<file path="src/rtl/core/bbc_pkg.sv">
package bbc_pkg;

	localparam int STACK_DEPTH = 64;
	localparam int FILL_W      = $clog2(STACK_DEPTH + 1);
	localparam int ADDR_W      = $clog2(STACK_DEPTH);

	localparam int OPQ_DEPTH  = 2;
	localparam int OPQ_PTR_W  = $clog2(OPQ_DEPTH);
	localparam int OPQ_CNT_W  = $clog2(OPQ_DEPTH + 1);

	localparam int RESQ_DEPTH = 2;
	localparam int RESQ_PTR_W = $clog2(RESQ_DEPTH);
	localparam int RESQ_CNT_W = $clog2(RESQ_DEPTH + 1);

	localparam logic [7:0] CHAR_LPAREN   = 8'h28;
	localparam logic [7:0] CHAR_RPAREN   = 8'h29;
	localparam logic [7:0] CHAR_LBRACE   = 8'h7B;
	localparam logic [7:0] CHAR_RBRACE   = 8'h7D;
	localparam logic [7:0] CHAR_LBRACKET = 8'h5B;
	localparam logic [7:0] CHAR_RBRACKET = 8'h5D;

	typedef enum logic [1:0] {
		KIND_PAREN   = 2'd0,
		KIND_BRACE   = 2'd1,
		KIND_BRACKET = 2'd2,
		KIND_NONE    = 2'd3
	} kind_t;

	typedef struct packed {
		logic [7:0] char_byte;
		logic       end_of_string;
	} in_item_t;

	typedef struct packed {
		logic is_balanced;
		logic depth_overflow;
	} out_item_t;

	typedef struct packed {
		logic  is_open;
		logic  is_close;
		kind_t kind;
		logic  last;
	} op_t;

endpackage

</file>
<file path="src/rtl/core/bbc_front.sv">
module bbc_front (
	input  logic               clk,
	input  logic               arst_n,
	input  logic               push,
	output logic               full,
	input  bbc_pkg::in_item_t  char_item,
	output logic               op_valid,
	output bbc_pkg::op_t       op,
	input  logic               op_take
);

	bbc_pkg::op_t                   cls;
	bbc_pkg::op_t                   opq_mem [bbc_pkg::OPQ_DEPTH];
	logic [bbc_pkg::OPQ_PTR_W-1:0]  wr_ptr_q;
	logic [bbc_pkg::OPQ_PTR_W-1:0]  rd_ptr_q;
	logic [bbc_pkg::OPQ_CNT_W-1:0]  cnt_q;
	logic                           wr_en;
	logic                           rd_en;

	// classify the byte
	always_comb begin
		cls.is_open  = 1'b0;
		cls.is_close = 1'b0;
		cls.kind     = bbc_pkg::KIND_NONE;
		cls.last     = char_item.end_of_string;
		case (char_item.char_byte)
			bbc_pkg::CHAR_LPAREN: begin
				cls.is_open = 1'b1;
				cls.kind    = bbc_pkg::KIND_PAREN;
			end
			bbc_pkg::CHAR_LBRACE: begin
				cls.is_open = 1'b1;
				cls.kind    = bbc_pkg::KIND_BRACE;
			end
			bbc_pkg::CHAR_LBRACKET: begin
				cls.is_open = 1'b1;
				cls.kind    = bbc_pkg::KIND_BRACKET;
			end
			bbc_pkg::CHAR_RPAREN: begin
				cls.is_close = 1'b1;
				cls.kind     = bbc_pkg::KIND_PAREN;
			end
			bbc_pkg::CHAR_RBRACE: begin
				cls.is_close = 1'b1;
				cls.kind     = bbc_pkg::KIND_BRACE;
			end
			bbc_pkg::CHAR_RBRACKET: begin
				cls.is_close = 1'b1;
				cls.kind     = bbc_pkg::KIND_BRACKET;
			end
			default: begin
				cls.kind = bbc_pkg::KIND_NONE;
			end
		endcase
	end

	assign full     = (cnt_q == bbc_pkg::OPQ_CNT_W'(bbc_pkg::OPQ_DEPTH));
	assign op_valid = (cnt_q != '0);
	assign wr_en    = push && !full;
	assign rd_en    = op_take && op_valid;
	assign op       = opq_mem[rd_ptr_q];

	always_ff @(posedge clk) begin
		if (wr_en) begin
			opq_mem[wr_ptr_q] <= cls;
		end
	end

	always_ff @(posedge clk or negedge arst_n) begin
		if (!arst_n) begin
			wr_ptr_q <= '0;
			rd_ptr_q <= '0;
			cnt_q    <= '0;
		end else begin
			if (wr_en) begin
				if (wr_ptr_q == bbc_pkg::OPQ_PTR_W'(bbc_pkg::OPQ_DEPTH - 1)) begin
					wr_ptr_q <= '0;
				end else begin
					wr_ptr_q <= wr_ptr_q + 1'b1;
				end
			end
			if (rd_en) begin
				if (rd_ptr_q == bbc_pkg::OPQ_PTR_W'(bbc_pkg::OPQ_DEPTH - 1)) begin
					rd_ptr_q <= '0;
				end else begin
					rd_ptr_q <= rd_ptr_q + 1'b1;
				end
			end
			if (wr_en && !rd_en) begin
				cnt_q <= cnt_q + 1'b1;
			end else if (rd_en && !wr_en) begin
				cnt_q <= cnt_q - 1'b1;
			end
		end
	end

endmodule

</file>
<file path="src/rtl/core/bbc_stack.sv">
module bbc_stack (
	input  logic                clk,
	input  logic                arst_n,
	input  logic                op_valid,
	input  bbc_pkg::op_t        op,
	output logic                op_take,
	input  logic                res_full,
	output logic                res_push,
	output bbc_pkg::out_item_t  res
);

	// top entry lives in top_q, the rest in stack_mem[0 .. fill-2]
	logic [1:0]                  stack_mem [bbc_pkg::STACK_DEPTH];
	logic [1:0]                  top_q;
	logic [bbc_pkg::FILL_W-1:0]  fill_q;
	logic                        mismatch_q;
	logic                        overflow_q;
	logic [1:0]                  rd_q;
	logic                        byp_q;
	logic [1:0]                  byp_data_q;

	logic                        active;
	logic                        do_push;
	logic                        do_pop;
	logic                        set_mismatch;
	logic                        set_overflow;
	logic [bbc_pkg::FILL_W-1:0]  fill_d;
	logic [bbc_pkg::FILL_W-1:0]  raddr_full;
	logic [bbc_pkg::FILL_W-1:0]  waddr_full;
	logic                        mem_we;
	logic [1:0]                  second;
	logic                        mismatch_d;
	logic                        overflow_d;

	assign op_take = op_valid && (!op.last || !res_full);
	assign active  = op_take && !mismatch_q && !overflow_q;

	always_comb begin
		do_push      = 1'b0;
		do_pop       = 1'b0;
		set_mismatch = 1'b0;
		set_overflow = 1'b0;
		if (active && op.is_open) begin
			if (fill_q == bbc_pkg::FILL_W'(bbc_pkg::STACK_DEPTH)) begin
				set_overflow = 1'b1;
			end else begin
				do_push = 1'b1;
			end
		end else if (active && op.is_close) begin
			if (fill_q != '0 && top_q == op.kind) begin
				do_pop = 1'b1;
			end else begin
				set_mismatch = 1'b1;
			end
		end
	end

	assign mismatch_d = mismatch_q || set_mismatch;
	assign overflow_d = overflow_q || set_overflow;

	always_comb begin
		fill_d = fill_q;
		if (do_push) begin
			fill_d = fill_q + 1'b1;
		end else if (do_pop) begin
			fill_d = fill_q - 1'b1;
		end
	end

	// keep the entry below the top prefetched
	assign raddr_full = fill_d - bbc_pkg::FILL_W'(2);
	assign waddr_full = fill_q - bbc_pkg::FILL_W'(1);
	assign mem_we     = do_push && (fill_q != '0);
	assign second     = byp_q ? byp_data_q : rd_q;

	always_ff @(posedge clk) begin
		if (mem_we) begin
			stack_mem[waddr_full[bbc_pkg::ADDR_W-1:0]] <= top_q;
		end
		rd_q       <= stack_mem[raddr_full[bbc_pkg::ADDR_W-1:0]];
		byp_data_q <= top_q;
		if (do_push) begin
			top_q <= op.kind;
		end else if (do_pop) begin
			top_q <= second;
		end
	end

	assign res_push           = op_take && op.last;
	assign res.is_balanced    = !mismatch_d && !overflow_d && (fill_d == '0);
	assign res.depth_overflow = overflow_d;

	always_ff @(posedge clk or negedge arst_n) begin
		if (!arst_n) begin
			fill_q     <= '0;
			mismatch_q <= 1'b0;
			overflow_q <= 1'b0;
			byp_q      <= 1'b0;
		end else begin
			byp_q <= mem_we;
			if (res_push) begin
				// drop the string state after its last byte
				fill_q     <= '0;
				mismatch_q <= 1'b0;
				overflow_q <= 1'b0;
			end else begin
				fill_q     <= fill_d;
				mismatch_q <= mismatch_d;
				overflow_q <= overflow_d;
			end
		end
	end

`ifndef SYNTHESIS
	a_fill_bound: assert property (@(posedge clk) disable iff (!arst_n)
		fill_q <= bbc_pkg::FILL_W'(bbc_pkg::STACK_DEPTH))
		else $error("stack fill beyond depth");

	a_clear_after_last: assert property (@(posedge clk) disable iff (!arst_n)
		res_push |=> (fill_q == '0) && !mismatch_q && !overflow_q)
		else $error("state not cleared after last byte");

	a_result_consistent: assert property (@(posedge clk) disable iff (!arst_n)
		res_push |-> !(res.is_balanced && res.depth_overflow))
		else $error("balanced result with overflow");

	a_overflow_sticks: assert property (@(posedge clk) disable iff (!arst_n)
		(set_overflow && !op.last) |=> overflow_q && $stable(fill_q))
		else $error("overflow push changed stack");
`endif

endmodule

</file>
<file path="src/rtl/core/bbc_out_queue.sv">
module bbc_out_queue (
	input  logic                clk,
	input  logic                arst_n,
	input  logic                res_push,
	input  bbc_pkg::out_item_t  res,
	output logic                res_full,
	input  logic                pop,
	output logic                empty,
	output bbc_pkg::out_item_t  result
);

	bbc_pkg::out_item_t              resq_mem [bbc_pkg::RESQ_DEPTH];
	logic [bbc_pkg::RESQ_PTR_W-1:0]  wr_ptr_q;
	logic [bbc_pkg::RESQ_PTR_W-1:0]  rd_ptr_q;
	logic [bbc_pkg::RESQ_CNT_W-1:0]  cnt_q;
	logic                            wr_en;
	logic                            rd_en;

	assign res_full = (cnt_q == bbc_pkg::RESQ_CNT_W'(bbc_pkg::RESQ_DEPTH));
	assign empty    = (cnt_q == '0);
	assign wr_en    = res_push && !res_full;
	assign rd_en    = pop && !empty;
	assign result   = resq_mem[rd_ptr_q];

	always_ff @(posedge clk) begin
		if (wr_en) begin
			resq_mem[wr_ptr_q] <= res;
		end
	end

	always_ff @(posedge clk or negedge arst_n) begin
		if (!arst_n) begin
			wr_ptr_q <= '0;
			rd_ptr_q <= '0;
			cnt_q    <= '0;
		end else begin
			if (wr_en) begin
				if (wr_ptr_q == bbc_pkg::RESQ_PTR_W'(bbc_pkg::RESQ_DEPTH - 1)) begin
					wr_ptr_q <= '0;
				end else begin
					wr_ptr_q <= wr_ptr_q + 1'b1;
				end
			end
			if (rd_en) begin
				if (rd_ptr_q == bbc_pkg::RESQ_PTR_W'(bbc_pkg::RESQ_DEPTH - 1)) begin
					rd_ptr_q <= '0;
				end else begin
					rd_ptr_q <= rd_ptr_q + 1'b1;
				end
			end
			if (wr_en && !rd_en) begin
				cnt_q <= cnt_q + 1'b1;
			end else if (rd_en && !wr_en) begin
				cnt_q <= cnt_q - 1'b1;
			end
		end
	end

endmodule

</file>
<file path="src/rtl/core/bracket_balance_checker_unit.sv">
// Balanced-bracket checker over a byte stream, one byte per item.
// Input queue side: drive char_item and raise push; the item is taken on a
// clock edge with push high and full low. Set end_of_string on the final
// byte of each string (an empty string is one ignored byte with it set).
// Result queue side: while empty is low, result holds the verdict of the
// oldest finished string; it is taken on an edge with pop high.
// Throughput: one byte per cycle while the result queue has room, set by
// the single stack-top update per cycle; the top entry is held in a
// register and the entry below it is prefetched from the stack memory, so
// push, pop and compare never wait. A last byte is registered in the byte
// queue, checked by the stack engine as it leaves that queue, and its
// verdict is registered in the result queue, from which it can be popped.
// When pop stays low the result queue fills, the stack engine holds at the
// next last byte, the byte queue fills and full rises; nothing is dropped.
// Reset empties both queues and clears the stack fill and the sticky error
// flags; the stack memory itself is not cleared and needs no sweep.
module bracket_balance_checker_unit (
	input  logic                clk,
	input  logic                arst_n,
	input  logic                push,
	output logic                full,
	input  bbc_pkg::in_item_t   char_item,
	output logic                empty,
	input  logic                pop,
	output bbc_pkg::out_item_t  result
);

	logic                op_valid;
	bbc_pkg::op_t        op;
	logic                op_take;
	logic                res_full;
	logic                res_push;
	bbc_pkg::out_item_t  res;

	bbc_front u_front (
		.clk       (clk),
		.arst_n    (arst_n),
		.push      (push),
		.full      (full),
		.char_item (char_item),
		.op_valid  (op_valid),
		.op        (op),
		.op_take   (op_take)
	);

	bbc_stack u_stack (
		.clk      (clk),
		.arst_n   (arst_n),
		.op_valid (op_valid),
		.op       (op),
		.op_take  (op_take),
		.res_full (res_full),
		.res_push (res_push),
		.res      (res)
	);

	bbc_out_queue u_out_queue (
		.clk      (clk),
		.arst_n   (arst_n),
		.res_push (res_push),
		.res      (res),
		.res_full (res_full),
		.pop      (pop),
		.empty    (empty),
		.result   (result)
	);

endmodule
</file>
<file path="config.mk">
export PLATFORM = sky130hd
export DESIGN_NAME = bracket_balance_checker_unit
export DESIGN_NICKNAME = d
export VERILOG_FILES = /design/src/rtl/core/bbc_pkg.sv /design/src/rtl/core/bbc_front.sv /design/src/rtl/core/bbc_stack.sv /design/src/rtl/core/bbc_out_queue.sv /design/src/rtl/core/bracket_balance_checker_unit.sv
export SDC_FILE = /design/constraint.sdc
export NUM_CORES = 1
export LEC_CHECK = 0
export BUFFER_PORTS_ARGS = -buffer_cell sky130_fd_sc_hd__buf_2
export CAP_MARGIN = 20
export CORE_MARGIN = 5
export CORE_UTILIZATION = 35
export CTS_CLUSTER_SIZE = 16
export DETAILED_ROUTE_END_ITERATION = 10
export PLACE_DENSITY = 0.55
export SYNTH_ARGS = -nofsm -noshare
export SYNTH_HDL_FRONTEND = slang
export SYNTH_HIERARCHICAL = 1
export SYNTH_SLANG_ARGS = --single-unit
export TNS_END_PERCENT = 20
</file>
<file path="constraint.sdc">
create_clock -name clk -period 5.7 [get_ports clk]
set_clock_uncertainty 0.2 [all_clocks]
set_input_delay 1.14 -clock clk [delete_from_list [all_inputs] [get_ports clk]]
set_output_delay 1.14 -clock clk [all_outputs]
set_load 0.01 [all_outputs]
</file>
==> flow_summary.yaml <==
cts:
  clkSlewWorstSetupHoldPaths_ns: 0.06
  clk_latency_ns: 0.42
  numCtsBuffers: 17
  cts.sinks: 166
  postCtsHoldBufs: 0
  cts_tree: "done"
  cts_resized: 0
  post_cts_buffers: 0
  h-tree-depth: 4
  clockBufferDepth: 2
  root_buffer: "clkbuf_16"
timing:
  rsz0062_at_grt: "no"
  relSlewSlack: 0.439
  worst_slew_pin_slew_ns: 0.834
  fin_crit_sh: 0.765
  timing.final.ws_setup_ns: 1.34
  max_freq_mhz: 229
  setup_viol_count_final: 0
  finalSetupTns_ns: 0
  finalHoldViolCount: 0
  drv_slew: 0
  fin_crit_ns: 4.36
floorplan:
  fp.dieW_um: 157
  dieArea_um2: 24800
  start_util: 0.352
  ioPinCount: 17
  die_h_um: 157
  core_area_um2: 21600
  rows: 54
logic_synthesis:
  synth_flop_cell: "edfxtp_1"
  syn_inst: 551
  yosys_warnings: 6
  synthXorXnorAreaFrac: 0.0309
  synthSimpleGateAreaFrac: 0.118
  synth_area_um2: 7600
  syn-mean-instance-area_um2: 13.8
  synth-compound-area-share: 0.0607
  synth_fa_ha_area_frac: 0.00823
  synth_seq_cells: 166
  yosysSeqAreaShare: 0.639
  synthesis.nets: 569
  synth-edff-count: 144
  synthMuxAreaShare: 0.123
  async_reset_ff_frac: 0.108
  synth_top_family_by_area: "multiplexers"
  ys_types: 61
power:
  switching_share: 0.410
  pwr-share-comb: 0.498
  internal_power_mw: 3.27
  ir_drop_mv: 0.502
  power.sequential.fraction: 0.312
  p_sw_mw: 2.27
  p_leak_nw: 2.94
  p_per_area_nw_per_um2: 648
  clkPwrFrac: 0.190
finish:
  multi_input_area_um2: 2620
  insertedDiodeCount: 0
  utilization: 0.396
  area_growth_syn_to_layout_pct: 12.5
  final_area_um2: 8550
  final_nets: 591
  regArea_um2: 4850
  drive_above_1_share: 0.145
  filler_cell_count: 2023
worst_setup_path:
  rrSetupSlack_ns: 1.34
  cp-end-kind: "flop"
  crit_type: "reg2reg"
  worstPathMaxFanout: 21
  reg2reg_to: "u_stack/rd_q[1]$_DFF_P_"
  reg2reg_depth: 12
  cp-startpoint: "u_front/rd_ptr_q$_DFFE_PN0P_"
  worstPathArrival_ns: 4.50
  timing.rr.start: "u_front/rd_ptr_q$_DFFE_PN0P_"
  cp_data_required_time_ns: 5.84
  critPathLaunchType: "flop"
  endpoint: "u_stack/rd_q[1]$_DFF_P_"
routing:
  first_pass_iters: 7
  wirelength_um: 16900
  drc: 0
  via_per_inst: 5.15
  vias: 4458
  drt_iter0_drc: 405
  wire_per_inst_um: 19.5
  drtAntennaViolNets: 0
place:
  place_ws_ns: 1.39
  dpl.hpwl_um: 11300
  io_buffers: 16
  gp_congestion: 0.890
  post_dp_cell_area_um2: 8020
min_path:
  worstHoldPathCells: 1
  hold_class: "reg2reg"
global_route:
  grt_max_degree: 66
  grt.total_usage: 0.142
  grt_pass1_wl_um: 26300
  overflow: 0
  antenna_found_initial: 0
  grt_pass1_vias: 4668
outcome:
  outcome: "completed"
flow_run:
  maxCapViolCount: 0
[power groups by stage]
stage               clock [mW]  combinational, mW  sequential (mW)
finish                    1.05               2.76             1.73
global route              1.12               3.01             1.75
CTS                       1.08               2.78             1.73
detailed placement           0               2.76             1.75
global placement             0               2.72             1.75
floorplan                    0               2.01             1.77
[layer usage]
layer | vias to the layer above | global-route usage | part of all wire | wire length [µm]
li1 | 2102 | - | - | -
met5 | - | 0 | 0 | 0
met1 | 2214 | 0.186 | 0.45 | 7630
met3 | 33 | 0.0327 | 0.041 | 699
met4 | 0 | 0.0655 | 0.035 | 585
met2 | 109 | 0.225 | 0.47 | 7950
[how the worst min path moves through the flow]
stage / endpoint / from / slack, ns
floorplan: u_front/cnt_q[1]$_DFFE_PN0P_ / u_front/cnt_q[1]$_DFFE_PN0P_ / 0.26
global placement: u_front/cnt_q[1]$_DFFE_PN0P_ / u_front/cnt_q[1]$_DFFE_PN0P_ / 0.27
detailed placement: u_front/cnt_q[1]$_DFFE_PN0P_ / u_front/cnt_q[1]$_DFFE_PN0P_ / 0.28
CTS: u_front/cnt_q[1]$_DFFE_PN0P_ / u_front/cnt_q[1]$_DFFE_PN0P_ / 0.30
global route: u_front/wr_ptr_q$_DFFE_PN0P_ / u_front/wr_ptr_q$_DFFE_PN0P_ / 0.32
finish: u_front/cnt_q[1]$_DFFE_PN0P_ / u_front/cnt_q[1]$_DFFE_PN0P_ / 0.29
[sequential cells by signal (all words and copies together) (netlist names)]
signal                flops
u_stack/byp_data_q        2
u_front/rd_ptr_q          1
u_stack/overflow_q        1
u_stack/fill_q            7
u_stack/byp_q             1
u_out_queue/resq_mem      4
u_out_queue/cnt_q         2
u_stack/mismatch_q        1
u_front/wr_ptr_q          1
u_stack/top_q             2
u_stack/stack_mem       128
u_stack/rd_q              2
u_out_queue/rd_ptr_q      1
u_front/opq_mem          10
u_out_queue/wr_ptr_q      1
u_front/cnt_q             2
[cell families after synthesis]
kind of cell / Yosys count
AO/OA/AOI/OAI: 59
buffers and inverters: 32
flip-flops: 166
AND/OR/NAND/NOR: 183
adder cells (fa/ha/maj): 5
XOR/XNOR: 26
multiplexers: 80
[cell usage in the layout (no fill, tap or decap), types with 3 or more instances in the layout]
cell / count
edfxtp_1: 144
nor2_1: 84
mux2i_1: 56
nand2_1: 30
dfrtp_1: 18
clkbuf_16: 17
buf_2: 16
xor2_1: 13
inv_1: 11
xnor2_1: 11
a21oi_1: 9
nand3_1: 9
mux4_2: 9
mux2_2: 8
nor2b_1: 8
nor3_1: 8
nor3b_1: 7
and3_1: 7
mux2_1: 7
buf_4: 7
a211oi_1: 6
and2_1: 6
ha_1: 5
o21ai_0: 5
a22oi_1: 5
clkinv_1: 4
nand2b_1: 4
a31oi_1: 4
o22ai_1: 4
dfxtp_1: 4
clkinv_4: 3
nand4_1: 3
a211o_1: 3
o31ai_1: 3
nand3b_1: 3
[through the flow]
stage                     hold WS [ns]  total power [mW]  instances
final                            0.291              5.54        865
after global routing             0.325              5.88        865
after CTS                        0.295              5.58        865
after detailed placement         0.283              4.52        834
after global placement           0.275              4.47        834
after floorplan                  0.256              3.78        551
[synthesized netlist by cell type (8+ instances only)]
| cell | instances | area share |
|---|---|---|
| edfxtp_1 | 144 | 0.57 |
| nor2_1 | 84 | 0.041 |
| mux2i_1 | 56 | 0.074 |
| nand2_1 | 30 | 0.015 |
| dfrtp_1 | 18 | 0.059 |
| xor2_1 | 13 | 0.015 |
| xnor2_1 | 12 | 0.014 |
| inv_1 | 11 | 0.0054 |
| buf_2 | 10 | 0.0066 |
| a21oi_1 | 9 | 0.0059 |
| mux4_2 | 9 | 0.027 |
| nand3_1 | 9 | 0.0059 |
| mux2_2 | 8 | 0.012 |
| nor2b_1 | 8 | 0.0066 |
| nor3_1 | 8 | 0.0053 |
[critical path, stage by stage (launching register included)]
cell      delay, ns
dfrtp_1        0.47
mux2_2         0.39
xor2_1         0.18
a211oi_1       0.54
nand3_1        0.29
a221oi_4       0.64
buf_12         0.25
nor4_4         0.08
xor2_2         0.38
mux2_1         0.20
o21ai_1        0.07
or3_1          0.38
a21oi_1        0.18
[final cells by class]
class | instances | area share
clock buffer | 18 | 0.0502
clock inverter | 13 | 0.0127
inverter | 11 | 0.00483
multi-input combinational | 353 | 0.306
sequential | 166 | 0.568
tap | 280 | 0.0410
timing repair buffer | 24 | 0.0178
Note: power is estimated with default switching activity, not from simulation.
